File: config.mk
export PLATFORM = sky130hd
export DESIGN_NAME = positional_list_insert_remove_peek_top_flat
export DESIGN_NICKNAME = d
export VERILOG_FILES = /design/src/hdl/plist_pkg.sv /design/src/hdl/plist_req_if.sv /design/src/hdl/plist_rsp_if.sv /design/src/hdl/positional_list_insert_remove_peek_top.sv /design/src/hdl/plist_core.sv /design/src/flat_wrapper.sv
export SDC_FILE = /design/constraint.sdc
export NUM_CORES = 2
export LEC_CHECK = 0
export ABC_CLOCK_PERIOD_IN_PS = 8600
export BUFFER_PORTS_ARGS = -buffer_cell sky130_fd_sc_hd__buf_2
export CAP_MARGIN = 20
export CORE_MARGIN = 10
export CORE_UTILIZATION = 50
export CTS_BUF_LIST = sky130_fd_sc_hd__clkbuf_8
export DETAILED_ROUTE_END_ITERATION = 8
export GPL_ROUTABILITY_DRIVEN = 0
export PLACE_DENSITY = 0.76
export SYNTH_ARGS = -nofsm -noshare
export SYNTH_HDL_FRONTEND = slang
export SYNTH_HIERARCHICAL = 1
export SYNTH_SLANG_ARGS = --single-unit
File: constraint.sdc
create_clock -name clk -period 8.6 [get_ports clk]
set_input_delay 1.72 -clock clk [delete_from_list [all_inputs] [get_ports clk]]
set_output_delay 1.72 -clock clk [all_outputs]
set_load 0.05 [all_outputs]
File: src/hdl/plist_pkg.sv
// ----------------------------------------------------------------------------
// plist_pkg
// Shared types and constants for the positional list block.
// ----------------------------------------------------------------------------
package plist_pkg;

    localparam int CAPACITY = 64;
    localparam int ADDR_W   = $clog2(CAPACITY);
    localparam int CNT_W    = 7;
    localparam int OP_W     = 2;
    localparam int POS_W    = 9;
    localparam int MAG_W    = POS_W - 1;
    localparam int DATA_W   = 32;
    localparam int STAT_W   = 2;
    localparam int CMP_W    = (CNT_W > MAG_W) ? CNT_W : MAG_W;

    localparam logic [OP_W-1:0] OP_INSERT = 2'd0;
    localparam logic [OP_W-1:0] OP_REMOVE = 2'd1;
    localparam logic [OP_W-1:0] OP_PEEK   = 2'd2;

    localparam logic [STAT_W-1:0] STAT_OK     = 2'd0;
    localparam logic [STAT_W-1:0] STAT_NEG    = 2'd1;
    localparam logic [STAT_W-1:0] STAT_BEYOND = 2'd2;
    localparam logic [STAT_W-1:0] STAT_FULL   = 2'd3;

    localparam logic signed [DATA_W-1:0] NOT_FOUND = -32'sd1;

    typedef enum logic [3:0] {
        S_IDLE,
        S_INS_RD,
        S_INS_WR,
        S_FETCH,
        S_FETCH_WAIT,
        S_REM_RD,
        S_REM_WR,
        S_DONE
    } seq_state_t;

    typedef struct packed {
        logic [OP_W-1:0]          operation;
        logic signed [POS_W-1:0]  position;
        logic signed [DATA_W-1:0] value_in;
    } req_t;

    typedef struct packed {
        logic signed [DATA_W-1:0] value_out;
        logic [STAT_W-1:0]        status;
        logic [CNT_W-1:0]         entry_count;
    } rslt_t;

    typedef struct packed {
        logic idle;
        logic done;
    } core_stat_t;

endpackage

File: src/hdl/plist_req_if.sv
// ----------------------------------------------------------------------------
// plist_req_if
// Request channel carrying one list operation with a valid/ready handshake.
// ----------------------------------------------------------------------------
interface plist_req_if import plist_pkg::*; ();

    logic                     valid;
    logic                     ready;
    logic [OP_W-1:0]          operation;
    logic signed [POS_W-1:0]  position;
    logic signed [DATA_W-1:0] value_in;

    modport source (
        output valid,
        output operation,
        output position,
        output value_in,
        input  ready
    );

    modport sink (
        input  valid,
        input  operation,
        input  position,
        input  value_in,
        output ready
    );

endinterface

File: src/hdl/plist_rsp_if.sv
// ----------------------------------------------------------------------------
// plist_rsp_if
// Response channel carrying one list result with a valid/ready handshake.
// ----------------------------------------------------------------------------
interface plist_rsp_if import plist_pkg::*; ();

    logic                     valid;
    logic                     ready;
    logic signed [DATA_W-1:0] value_out;
    logic [STAT_W-1:0]        status;
    logic [CNT_W-1:0]         entry_count;

    modport source (
        output valid,
        output value_out,
        output status,
        output entry_count,
        input  ready
    );

    modport sink (
        input  valid,
        input  value_out,
        input  status,
        input  entry_count,
        output ready
    );

endinterface

File: src/hdl/positional_list_insert_remove_peek_top.sv
// ----------------------------------------------------------------------------
// positional_list_insert_remove_peek_top
// Ordered list of signed 32-bit values with insert, remove and peek by index.
// ----------------------------------------------------------------------------
// Each request inserts a value at a list position, removes the value at a
// position or peeks at it, and produces exactly one result giving the value
// found, a status and the number of entries left. The list lives in a memory
// with one write port and one registered read port, and every entry that has
// to move is read in a read state and written back in a write state. Requests
// are taken one at a time; the result sits in an output register, so the next
// request is accepted while it waits.
module positional_list_insert_remove_peek_top import plist_pkg::*; (
    input logic         clk,
    input logic         rst_n,
    plist_req_if.sink   req,
    plist_rsp_if.source rsp
);

    core_stat_t stat;
    rslt_t      rslt;
    req_t       req_data;
    logic       start;
    logic       out_free;

    logic  rsp_valid_reg, rsp_valid_next;
    rslt_t rsp_data_reg, rsp_data_next;

    assign req_data.operation = req.operation;
    assign req_data.position  = req.position;
    assign req_data.value_in  = req.value_in;

    assign req.ready = stat.idle;
    assign start     = req.valid && stat.idle;
    assign out_free  = !rsp_valid_reg || rsp.ready;

    plist_core u_core (
        .clk      (clk),
        .rst_n    (rst_n),
        .start    (start),
        .req      (req_data),
        .out_free (out_free),
        .stat     (stat),
        .rslt     (rslt)
    );

    always_comb
    begin
        rsp_valid_next = rsp_valid_reg && !rsp.ready;
        rsp_data_next  = rsp_data_reg;
        if (stat.done)
        begin
            rsp_valid_next = 1'b1;
            rsp_data_next  = rslt;
        end
    end

    assign rsp.valid       = rsp_valid_reg;
    assign rsp.value_out   = rsp_data_reg.value_out;
    assign rsp.status      = rsp_data_reg.status;
    assign rsp.entry_count = rsp_data_reg.entry_count;

    always_ff @(posedge clk)
    begin
        rsp_data_reg <= rsp_data_next;
    end

    always_ff @(posedge clk or negedge rst_n)
    begin
        if (!rst_n)
            rsp_valid_reg <= 1'b0;
        else
            rsp_valid_reg <= rsp_valid_next;
    end

endmodule

File: src/hdl/plist_core.sv
// ----------------------------------------------------------------------------
// plist_core
// Entry memory and the sequencer that moves entries one at a time.
// ----------------------------------------------------------------------------
module plist_core import plist_pkg::*; (
    input  logic       clk,
    input  logic       rst_n,
    input  logic       start,
    input  req_t       req,
    input  logic       out_free,
    output core_stat_t stat,
    output rslt_t      rslt
);

    logic signed [DATA_W-1:0] mem [CAPACITY];
    logic signed [DATA_W-1:0] rd_data_reg;

    seq_state_t state_reg, state_next;
    logic [OP_W-1:0]          op_reg, op_next;
    logic [ADDR_W-1:0]        pos_reg, pos_next;
    logic [ADDR_W-1:0]        idx_reg, idx_next;
    logic signed [DATA_W-1:0] val_reg, val_next;
    logic [CNT_W-1:0]         occ_reg, occ_next;
    logic signed [DATA_W-1:0] res_val_reg, res_val_next;
    logic [STAT_W-1:0]        res_stat_reg, res_stat_next;

    logic                     mem_we;
    logic [ADDR_W-1:0]        wr_addr;
    logic signed [DATA_W-1:0] wr_data;
    logic [ADDR_W-1:0]        rd_addr;

    logic              in_neg;
    logic              in_beyond;
    logic              list_full;
    logic [CMP_W-1:0]  pos_cmp;
    logic [CMP_W-1:0]  occ_cmp;
    logic [ADDR_W-1:0] ins_target;
    logic              idx_at_pos;
    logic              rem_last;

    assign pos_cmp    = CMP_W'(req.position[MAG_W-1:0]);
    assign occ_cmp    = CMP_W'(occ_reg);
    assign in_neg     = req.position[POS_W-1];
    assign in_beyond  = (pos_cmp >= occ_cmp);
    assign list_full  = (occ_reg == CNT_W'(CAPACITY));
    assign ins_target = in_beyond ? ADDR_W'(occ_reg) : ADDR_W'(req.position[MAG_W-1:0]);
    assign idx_at_pos = (idx_reg == pos_reg);
    assign rem_last   = ((CNT_W'(idx_reg) + CNT_W'(1)) >= occ_reg);

    always_comb
    begin
        state_next = state_reg;
        unique case (state_reg)
            S_IDLE:
            begin
                if (start)
                begin
                    if ((req.operation == OP_INSERT) && !in_neg && !list_full)
                        state_next = S_INS_RD;
                    else if (((req.operation == OP_REMOVE) || (req.operation == OP_PEEK))
                             && !in_neg && !in_beyond)
                        state_next = S_FETCH;
                    else
                        state_next = S_DONE;
                end
            end
            S_INS_RD:
            begin
                if (idx_at_pos)
                    state_next = S_DONE;
                else
                    state_next = S_INS_WR;
            end
            S_INS_WR:     state_next = S_INS_RD;
            S_FETCH:      state_next = S_FETCH_WAIT;
            S_FETCH_WAIT:
            begin
                if (op_reg == OP_REMOVE)
                    state_next = S_REM_RD;
                else
                    state_next = S_DONE;
            end
            S_REM_RD:
            begin
                if (rem_last)
                    state_next = S_DONE;
                else
                    state_next = S_REM_WR;
            end
            S_REM_WR:     state_next = S_REM_RD;
            S_DONE:
            begin
                if (out_free)
                    state_next = S_IDLE;
            end
            default:      state_next = S_IDLE;
        endcase
    end

    always_comb
    begin
        op_next       = op_reg;
        pos_next      = pos_reg;
        idx_next      = idx_reg;
        val_next      = val_reg;
        occ_next      = occ_reg;
        res_val_next  = res_val_reg;
        res_stat_next = res_stat_reg;
        mem_we        = 1'b0;
        wr_addr       = idx_reg;
        wr_data       = rd_data_reg;
        rd_addr       = idx_reg;
        stat.idle     = 1'b0;
        stat.done     = 1'b0;
        unique case (state_reg)
            S_IDLE:
            begin
                stat.idle = 1'b1;
                if (start)
                begin
                    op_next       = req.operation;
                    val_next      = req.value_in;
                    res_stat_next = STAT_OK;
                    res_val_next  = '0;
                    unique case (req.operation) inside
                        OP_INSERT:
                        begin
                            pos_next = ins_target;
                            idx_next = ADDR_W'(occ_reg);
                            if (in_neg)
                                res_stat_next = STAT_NEG;
                            else if (list_full)
                                res_stat_next = STAT_FULL;
                        end
                        OP_REMOVE, OP_PEEK:
                        begin
                            pos_next     = ADDR_W'(req.position[MAG_W-1:0]);
                            res_val_next = NOT_FOUND;
                            if (in_neg)
                                res_stat_next = STAT_NEG;
                            else if (in_beyond)
                                res_stat_next = STAT_BEYOND;
                        end
                        default:
                        begin
                            res_stat_next = STAT_OK;
                        end
                    endcase
                end
            end
            S_INS_RD:
            begin
                rd_addr = idx_reg - ADDR_W'(1);
                if (idx_at_pos)
                begin
                    mem_we   = 1'b1;
                    wr_addr  = pos_reg;
                    wr_data  = val_reg;
                    occ_next = occ_reg + CNT_W'(1);
                end
            end
            S_INS_WR:
            begin
                mem_we   = 1'b1;
                wr_addr  = idx_reg;
                wr_data  = rd_data_reg;
                idx_next = idx_reg - ADDR_W'(1);
            end
            S_FETCH:
            begin
                rd_addr = pos_reg;
            end
            S_FETCH_WAIT:
            begin
                res_val_next = rd_data_reg;
                idx_next     = pos_reg;
            end
            S_REM_RD:
            begin
                rd_addr = idx_reg + ADDR_W'(1);
                if (rem_last)
                    occ_next = occ_reg - CNT_W'(1);
            end
            S_REM_WR:
            begin
                mem_we   = 1'b1;
                wr_addr  = idx_reg;
                wr_data  = rd_data_reg;
                idx_next = idx_reg + ADDR_W'(1);
            end
            S_DONE:
            begin
                stat.done = out_free;
            end
            default:
            begin
                stat.idle = 1'b0;
            end
        endcase
    end

    assign rslt.value_out   = res_val_reg;
    assign rslt.status      = res_stat_reg;
    assign rslt.entry_count = occ_reg;

    always_ff @(posedge clk)
    begin
        if (mem_we)
            mem[wr_addr] <= wr_data;
        rd_data_reg <= mem[rd_addr];
    end

    always_ff @(posedge clk)
    begin
        op_reg       <= op_next;
        pos_reg      <= pos_next;
        idx_reg      <= idx_next;
        val_reg      <= val_next;
        res_val_reg  <= res_val_next;
        res_stat_reg <= res_stat_next;
    end

    always_ff @(posedge clk or negedge rst_n)
    begin
        if (!rst_n)
        begin
            state_reg <= S_IDLE;
            occ_reg   <= '0;
        end
        else
        begin
            state_reg <= state_next;
            occ_reg   <= occ_next;
        end
    end

endmodule

File: src/flat_wrapper.sv
// flat-port wrapper written by rule: the top's interface ports become plain ports
module positional_list_insert_remove_peek_top_flat import plist_pkg::*;
  (clk, rst_n, req_valid, req_operation, req_position, req_value_in, req_ready, rsp_valid, rsp_value_out, rsp_status, rsp_entry_count, rsp_ready);
  plist_req_if req_i ();
  plist_rsp_if rsp_i ();
  input logic clk;
  input logic rst_n;
  input wire logic [$bits(req_i.valid)-1:0] req_valid;
  input wire logic [$bits(req_i.operation)-1:0] req_operation;
  input wire logic [$bits(req_i.position)-1:0] req_position;
  input wire logic [$bits(req_i.value_in)-1:0] req_value_in;
  output wire logic [$bits(req_i.ready)-1:0] req_ready;
  output wire logic [$bits(rsp_i.valid)-1:0] rsp_valid;
  output wire logic [$bits(rsp_i.value_out)-1:0] rsp_value_out;
  output wire logic [$bits(rsp_i.status)-1:0] rsp_status;
  output wire logic [$bits(rsp_i.entry_count)-1:0] rsp_entry_count;
  input wire logic [$bits(rsp_i.ready)-1:0] rsp_ready;
  assign req_i.valid = req_valid;
  assign req_i.operation = req_operation;
  assign req_i.position = req_position;
  assign req_i.value_in = req_value_in;
  assign req_ready = req_i.ready;
  assign rsp_valid = rsp_i.valid;
  assign rsp_value_out = rsp_i.value_out;
  assign rsp_status = rsp_i.status;
  assign rsp_entry_count = rsp_i.entry_count;
  assign rsp_i.ready = rsp_ready;
  positional_list_insert_remove_peek_top u_core (.clk(clk), .rst_n(rst_n), .req(req_i), .rsp(rsp_i));
endmodule
# Word level (Yosys, flattened, before mapping)
# Memories as Yosys holds them, arrays and structs flattened. A register that Yosys moved wholly into a read port is not among the register bits.
# Index checks and enable logic that the tools add are counted.
# totals
wordCells	100
regBits	133
mem_count	1
out_inout_bits	43
ramBits	2048
# op_classes
add_sub_neg	5
order_cmp	2
eq_ne	17
muxes	36
reduce_logical	27
# memory_table
name	depth	word_bits	read_ports	rd_clocked_by_memory_dff	write_ports	line_no	rtl
u_core.u_core.mem	64	32	1	1	1	plist_core.sv:15	logic signed [DATA_W-1:0] mem [CAPACITY];
# ops
op	n
two-way mux 32 bit	4
case mux 32 bit (2 select lines)	1
case mux 4 bit (8 select lines)	1
two-way mux 6 bit	5
case mux 6 bit (4 select lines)	1
case mux 6 bit (3 select lines)	1
== test 4 x 3 -> 1 bit, second input constant	4
two-way mux 7 bit	2
case mux 7 bit (2 select lines)	1
two-way mux 4 bit	3
case mux 6 bit (2 select lines)	1
two-way mux 2 bit	5
!= test 2 bit, second input constant	5
AND reduction 3 bit	3
== test 4 x 2 -> 1 bit, second input constant	2
greater-or-equal comparator 8 x 7 -> 1 bit	1
adder 6 x 1 -> 7 bit, second input constant	1
adder 7 x 1 -> 7 bit, second input constant	1
== test 7 bit, second input constant	1
greater-or-equal comparator 7 bit	1
two-way mux 1 bit	7
subtractor 7 x 1 -> 7 bit, second input constant	1
adder 6 x 1 -> 6 bit, second input constant	1
== test 6 bit	1
16 further kinds	33

# Longest topological paths before layout
# logic_depth
ltp_word	8
mapped_depth	12
mapped_depth_nobuf	11

# Hierarchy
# Netlist, hierarchy kept.
# modules_own_cells
module	n_inst	cells_each	area_per_inst_um2
plist_core	1	3715	83567.6
positional_list_insert_remove_peek_top	1	45	1285.0

# Worst setup path after synthesis
# OpenSTA, ideal clock, no wires.
# synth_timing
path_kind	input to register
from	input rsp_ready
to	register u_core.rsp_data_reg (netlist bit u_core/rsp.entry_count[0]) (enable)
required_ps	8157
n_path_buf	0
cell_stages	3
arrival_time_ps	3709
path_slack_ps	4448
cell_sequence	nand2b_4 > nand2_1 > nor2_1
# synth_rtl
item	line_no	rtl
start, declared	flat_wrapper.sv:17	input wire logic [$bits(rsp_i.ready)-1:0] rsp_ready;
end signal, assigned	positional_list_insert_remove_peek_top.sv:64	rsp_data_reg <= rsp_data_next;
end, declared	positional_list_insert_remove_peek_top.sv:26	rslt_t rsp_data_reg, rsp_data_next;

# Final worst setup path
# layout_timing
from	register u_core.u_core.state_reg[0]
to	memory u_core.u_core.mem[31][28] (enable)
# layout_via
elab_chain_cells	5
# layout_lines
item	line_no	rtl
start, declared	plist_core.sv:18	seq_state_t state_reg, state_next;
start signal, assigned	plist_core.sv:232	state_reg <= state_next;
== test 4 x 3 -> 1 bit / == test 4 x 2 -> 1 bit (equally long branches)	plist_core.sv:115	unique case (state_reg)
OR reduction 2 bit (no line)	--	
case mux 1 bit (2 select lines)	plist_core.sv:115	
two-way mux 1 bit	plist_core.sv:208	if (mem_we)
two-way mux 1 bit (implied by the code)	plist_core.sv:209	mem[wr_addr] <= wr_data;
end, declared	plist_core.sv:15	
# Parallel ways exist; a longest one is shown, timed or not.

==> impl_metrics.py <==
metrics = {
    "min_path": {
        "hold_path_depth": 0,
        "hold_end": "u_core/rsp.value_out[5]$_DFFE_PP_",
        "worstHoldPathType": "reg2reg",
        "timing.hold.worst.start": "u_core/u_core/res_val_reg[5]$_DFFE_PP_",
    },
    "pwr": {
        "power-per-cell-area_nw_per_um2": 412.5,
        "peak_supply_drop_v": 0.0005929,
        "p_leak_uw": 0.03023,
    },
    "routing": {
        "drt_iter0_drc": 6751,
        "drc": 0,
        "firstDrtPassIters": 6,
        "avgRoutedWirePerCell_um": 33.38,
        "dr_total_vias": 42120,
        "post_detailed_route_count_of_antenna_violating_nets": 0,
        "viasPerCell": 6.436,
        "routed_wirelength_um": 218400,
    },
    "sta": {
        "final_hold_viol_count": 0,
        "report.final.setup_viol": 0,
        "period_share_pct": 64.53,
        "rsz0062_at_grt": "false",
        "timing_max_transition_violations_final": 0,
        "max_freq_mhz": 180.2,
        "timing.slew.headroom_pct": 23.55,
        "setup_tns_ns": 0,
        "measured_slew_at_the_worst_slew_check_pin_ns": 1.144,
        "fin_worst_skew_ns": 0.08889,
        "tmin_final_ns": 5.550,
    },
    "clocking": {
        "post_cts_buffers": 0,
        "insertion_delay_ns": 1.06,
        "clkSlewWorstSetupHoldPaths_ns": 0.06,
        "cts_resized": 0,
        "cts-root-to-sink-buffers": 4,
        "cts_hold_buffers": 0,
        "clock-root-buffer": "sky130_fd_sc_hd__clkbuf_8",
        "cts-htree-levels": 5,
        "tritoncts": "done",
        "clkSinkCount": 2212,
        "cts_inserted_buffers": 351,
    },
    "yosys": {
        "post_synth_inst_count": 3760,
        "synth.yosys.warnings": 6,
        "per_instance_average_area_after_synthesis_um2": 22.57,
        "syn-num-nets": 3831,
        "synth_seq_area_share_pct": 77.84,
        "synth_area_um2": 84850,
        "synthesized_flop_and_latch_total": 2212,
        "post_synth_edffs": 2169,
        "ys_dominant_reg_cell": "sky130_fd_sc_hd__edfxtp_1",
        "post_synth_cell_types": 70,
        "synthArstFlopShare_pct": 0.4973,
    },
    "global_route": {
        "via_count_of_the_first_global_routing_pass": 40860,
        "globalRouteTotalUtil_pct": 23.02,
        "antenna_violations_before_repair": 24,
        "grt_start_max_net_pins": 106,
        "overflow": 0,
        "grt_pass1_wl_um": 305900,
    },
    "setup_path": {
        "cp_data_arrival_time_ns": 6.15,
        "worstPathMaxFanout": 34,
        "crit-reg2reg-launch": "u_core/u_core/state_reg[0]$_DFFE_PN0P_",
        "worstSetupEndpointType": "flip-flop",
        "critPathRequiredTime_ns": 9.20,
        "timing.critical_path.from_type": "flip-flop",
        "r2r_end": "u_core/u_core/mem[31][28]$_DFFE_PP_",
        "reg2reg_slack_ns": 3.05,
        "r2r.worst_path.cells": 8,
        "path_class": "reg2reg",
    },
    "placement": {
        "io_buffer_count": 89,
        "place.detailed.hpwl_um": 127100,
        "dpl.cell_count": 5922,
    },
    "floorplanning": {
        "fp-row-count": 151,
        "vertical_die_dimension_um": 432.0,
        "core-area_um2": 169100,
        "dieWidth_um": 432.0,
        "floorplan.initialDensity_pct": 50.18,
        "overall_die_area_um2": 186600,
        "i_o_pin_total": 90,
    },
    "cells_and_area": {
        "num-fill-cells": 11710,
        "area_growth_syn_to_layout_pct": 12.22,
        "post_route_cells_drive_above_1_share_pct": 29.54,
        "largest_register_ffs": 2048,
        "max_flop_register": "u_core/u_core/mem",
        "finish.cell_count_without_fillers": 6544,
        "layout.nets": 4156,
    },
    "status": {
        "result_of_the_run": "complete, no violations",
    },
    "run": {
        "drv_cap": 0,
    },
}
[cell usage after synthesis (4+ instances only)]
library cell / n / area, um^2
sky130_fd_sc_hd__nand2b_1: 4 / 25.02
sky130_fd_sc_hd__and4_1: 32 / 280.3
sky130_fd_sc_hd__nor2b_1: 5 / 31.28
sky130_fd_sc_hd__nand3_1: 76 / 380.4
sky130_fd_sc_hd__ha_1: 23 / 287.8
sky130_fd_sc_hd__and3_1: 8 / 50.05
sky130_fd_sc_hd__or3_1: 4 / 25.02
sky130_fd_sc_hd__inv_1: 23 / 86.33
sky130_fd_sc_hd__clkbuf_1: 37 / 138.9
sky130_fd_sc_hd__mux4_2: 512 / 11530
sky130_fd_sc_hd__nor4_1: 4 / 25.02
sky130_fd_sc_hd__nor2_1: 87 / 326.6
sky130_fd_sc_hd__buf_2: 132 / 660.6
sky130_fd_sc_hd__and2_1: 7 / 43.79
sky130_fd_sc_hd__o21ai_0: 11 / 55.05
sky130_fd_sc_hd__nor3_1: 6 / 30.03
sky130_fd_sc_hd__a21o_1: 10 / 75.07
sky130_fd_sc_hd__o211ai_1: 5 / 37.54
sky130_fd_sc_hd__buf_1: 12 / 45.04
sky130_fd_sc_hd__a21oi_1: 16 / 80.08
sky130_fd_sc_hd__nand3b_1: 4 / 30.03
sky130_fd_sc_hd__edfxtp_1: 2169 / 65130
sky130_fd_sc_hd__a31o_2: 32 / 280.3
sky130_fd_sc_hd__buf_6: 4 / 45.04
sky130_fd_sc_hd__mux2_2: 33 / 371.6
sky130_fd_sc_hd__a22oi_1: 193 / 1449
sky130_fd_sc_hd__o21a_1: 4 / 30.03
sky130_fd_sc_hd__dfxtp_1: 32 / 640.6
sky130_fd_sc_hd__a221oi_1: 9 / 78.83
sky130_fd_sc_hd__nand2_1: 30 / 112.6
sky130_fd_sc_hd__buf_4: 21 / 157.7
sky130_fd_sc_hd__dfrtp_1: 11 / 275.3
sky130_fd_sc_hd__xor2_1: 8 / 70.07
sky130_fd_sc_hd__mux2i_1: 136 / 1361
sky130_fd_sc_hd__xnor2_1: 12 / 105.1
[power by group]
part,total (uW),switching [uW],leakage [uW],internal [uW]
logic,16800,10900,0.00677,5950
registers,14400,453,0.0199,14000
clock network,8030,3920,0.00359,4110
total,39300,15300,0.0302,24000
[kinds of logic after synthesis]
logic type	count (synthesis)	synth area share, %
AO/OA/AOI/OAI	308	2.812
AND/OR/NAND/NOR	285	1.793
multiplexers	681	15.63
flip-flops	2212	77.84
XOR/XNOR	21	0.2256
buffers and inverters	229	1.336
adder cells (fa/ha/maj)	24	0.3627
[how the worst max path moves through the flow]
stage | slack, ns | end | start
6_report | 3.05 | u_core/u_core/mem[31][28]$_DFFE_PP_ | u_core/u_core/state_reg[0]$_DFFE_PN0P_
4_1_cts | 3.23 | u_core/u_core/mem[24][18]$_DFFE_PP_ | u_core/u_core/state_reg[0]$_DFFE_PN0P_
2_1_floorplan | 4.45 | u_core/rsp.entry_count[0]$_DFFE_PP_ | rsp_ready
3_3_place_gp | 3.32 | u_core/u_core/mem[24][18]$_DFFE_PP_ | u_core/u_core/state_reg[0]$_DFFE_PN0P_
3_5_place_dp | 3.33 | u_core/u_core/mem[24][18]$_DFFE_PP_ | u_core/u_core/state_reg[0]$_DFFE_PN0P_
5_1_grt | 3.00 | u_core/u_core/mem[25][11]$_DFFE_PP_ | u_core/u_core/state_reg[0]$_DFFE_PN0P_
[metrics by stage]
| stage | power (uW) | hold WS [ns] | util, % | cell area, um^2 | setup slack, ns |
|---|---|---|---|---|---|
| detailed placement | 31130 | 0.4045 | 52.30 | 88430 | 3.334 |
| CTS | 39080 | 0.3846 | 55.93 | 94570 | 3.228 |
| global placement | 30840 | 0.4061 | 52.15 | 88180 | 3.319 |
| floorplan | 24770 | 0.4003 | - | 84850 | 4.448 |
| global route | 40390 | 0.3866 | 56.30 | 95210 | 2.999 |
| finish | 39280 | 0.3871 | 56.31 | 95220 | 3.050 |
[cells in the final DEF (no fill, tap or decap), types with 5 or more instances in the layout]
| cell type | netlist | routed |
|---|---|---|
| sky130_fd_sc_hd__edfxtp_1 | 2169 | 2169 |
| sky130_fd_sc_hd__a22oi_1 | 193 | 193 |
| sky130_fd_sc_hd__and3_1 | 8 | 8 |
| sky130_fd_sc_hd__clkinv_1 | 0 | 54 |
| sky130_fd_sc_hd__nor2_1 | 87 | 20 |
| sky130_fd_sc_hd__dfrtp_1 | 11 | 10 |
| sky130_fd_sc_hd__diode_2 | 0 | 6 |
| sky130_fd_sc_hd__bufinv_16 | 0 | 7 |
| sky130_fd_sc_hd__o21ai_0 | 11 | 11 |
| sky130_fd_sc_hd__buf_12 | 0 | 35 |
| sky130_fd_sc_hd__nand3_1 | 76 | 72 |
| sky130_fd_sc_hd__buf_16 | 0 | 13 |
| sky130_fd_sc_hd__clkinvlp_4 | 0 | 6 |
| sky130_fd_sc_hd__clkbuf_8 | 0 | 365 |
| sky130_fd_sc_hd__and4_1 | 32 | 32 |
| sky130_fd_sc_hd__inv_1 | 23 | 139 |
| sky130_fd_sc_hd__nor2_4 | 2 | 70 |
| sky130_fd_sc_hd__dfxtp_1 | 32 | 32 |
| sky130_fd_sc_hd__xnor2_1 | 12 | 12 |
| sky130_fd_sc_hd__nor2b_1 | 5 | 5 |
| sky130_fd_sc_hd__a21o_1 | 10 | 10 |
| sky130_fd_sc_hd__a31o_2 | 32 | 32 |
| sky130_fd_sc_hd__nand2_1 | 30 | 30 |
| sky130_fd_sc_hd__nor3_1 | 6 | 6 |
| sky130_fd_sc_hd__mux2_2 | 33 | 9 |
| sky130_fd_sc_hd__clkinv_2 | 0 | 37 |
| sky130_fd_sc_hd__xor2_1 | 8 | 8 |
| sky130_fd_sc_hd__a21oi_1 | 16 | 15 |
| sky130_fd_sc_hd__mux4_2 | 512 | 512 |
| sky130_fd_sc_hd__o211ai_1 | 5 | 5 |
| sky130_fd_sc_hd__ha_1 | 23 | 23 |
| sky130_fd_sc_hd__mux2i_1 | 136 | 136 |
| sky130_fd_sc_hd__mux2_4 | 0 | 24 |
| sky130_fd_sc_hd__a221oi_1 | 9 | 9 |
| sky130_fd_sc_hd__buf_2 | 132 | 90 |
| sky130_fd_sc_hd__buf_4 | 21 | 40 |
[critical path: stages, from the launching register on]
cell and delay, ns:
sky130_fd_sc_hd__dfrtp_1 0.91, sky130_fd_sc_hd__nand2b_4 0.21, sky130_fd_sc_hd__nor2_1 0.14, sky130_fd_sc_hd__nand4_1 0.11, sky130_fd_sc_hd__or4b_2 0.74, sky130_fd_sc_hd__buf_4 0.37
sky130_fd_sc_hd__a21oi_1 0.61, sky130_fd_sc_hd__nand3_1 0.82, sky130_fd_sc_hd__nor2_4 1.14
[per-layer routing]
metal | vias to the layer above | global-route usage [%] | share of wire (%)
met5 | - | 0 | 0.027
met4 | 10 | 12.42 | 6.5
met3 | 559 | 6.831 | 14
met2 | 3104 | 33.46 | 45
met1 | 21730 | 31.45 | 35
li1 | 16710 | - | -
[final cells by class]
cell class	count	area [um^2]	share of cell area, %
Multi-Input combinational cell	1319	18350	19.27
Sequential cell	2212	66050	69.37
Clock buffer	365	5024	5.276
Antenna cell	6	15.01	0.01577
Clock inverter	223	1110	1.166
Inverter	23	86.33	0.09067
Timing Repair Buffer	178	1809	1.900
Tap cell	2218	2775	2.915
No activity file was read; power rests on OpenSTA's default activity.
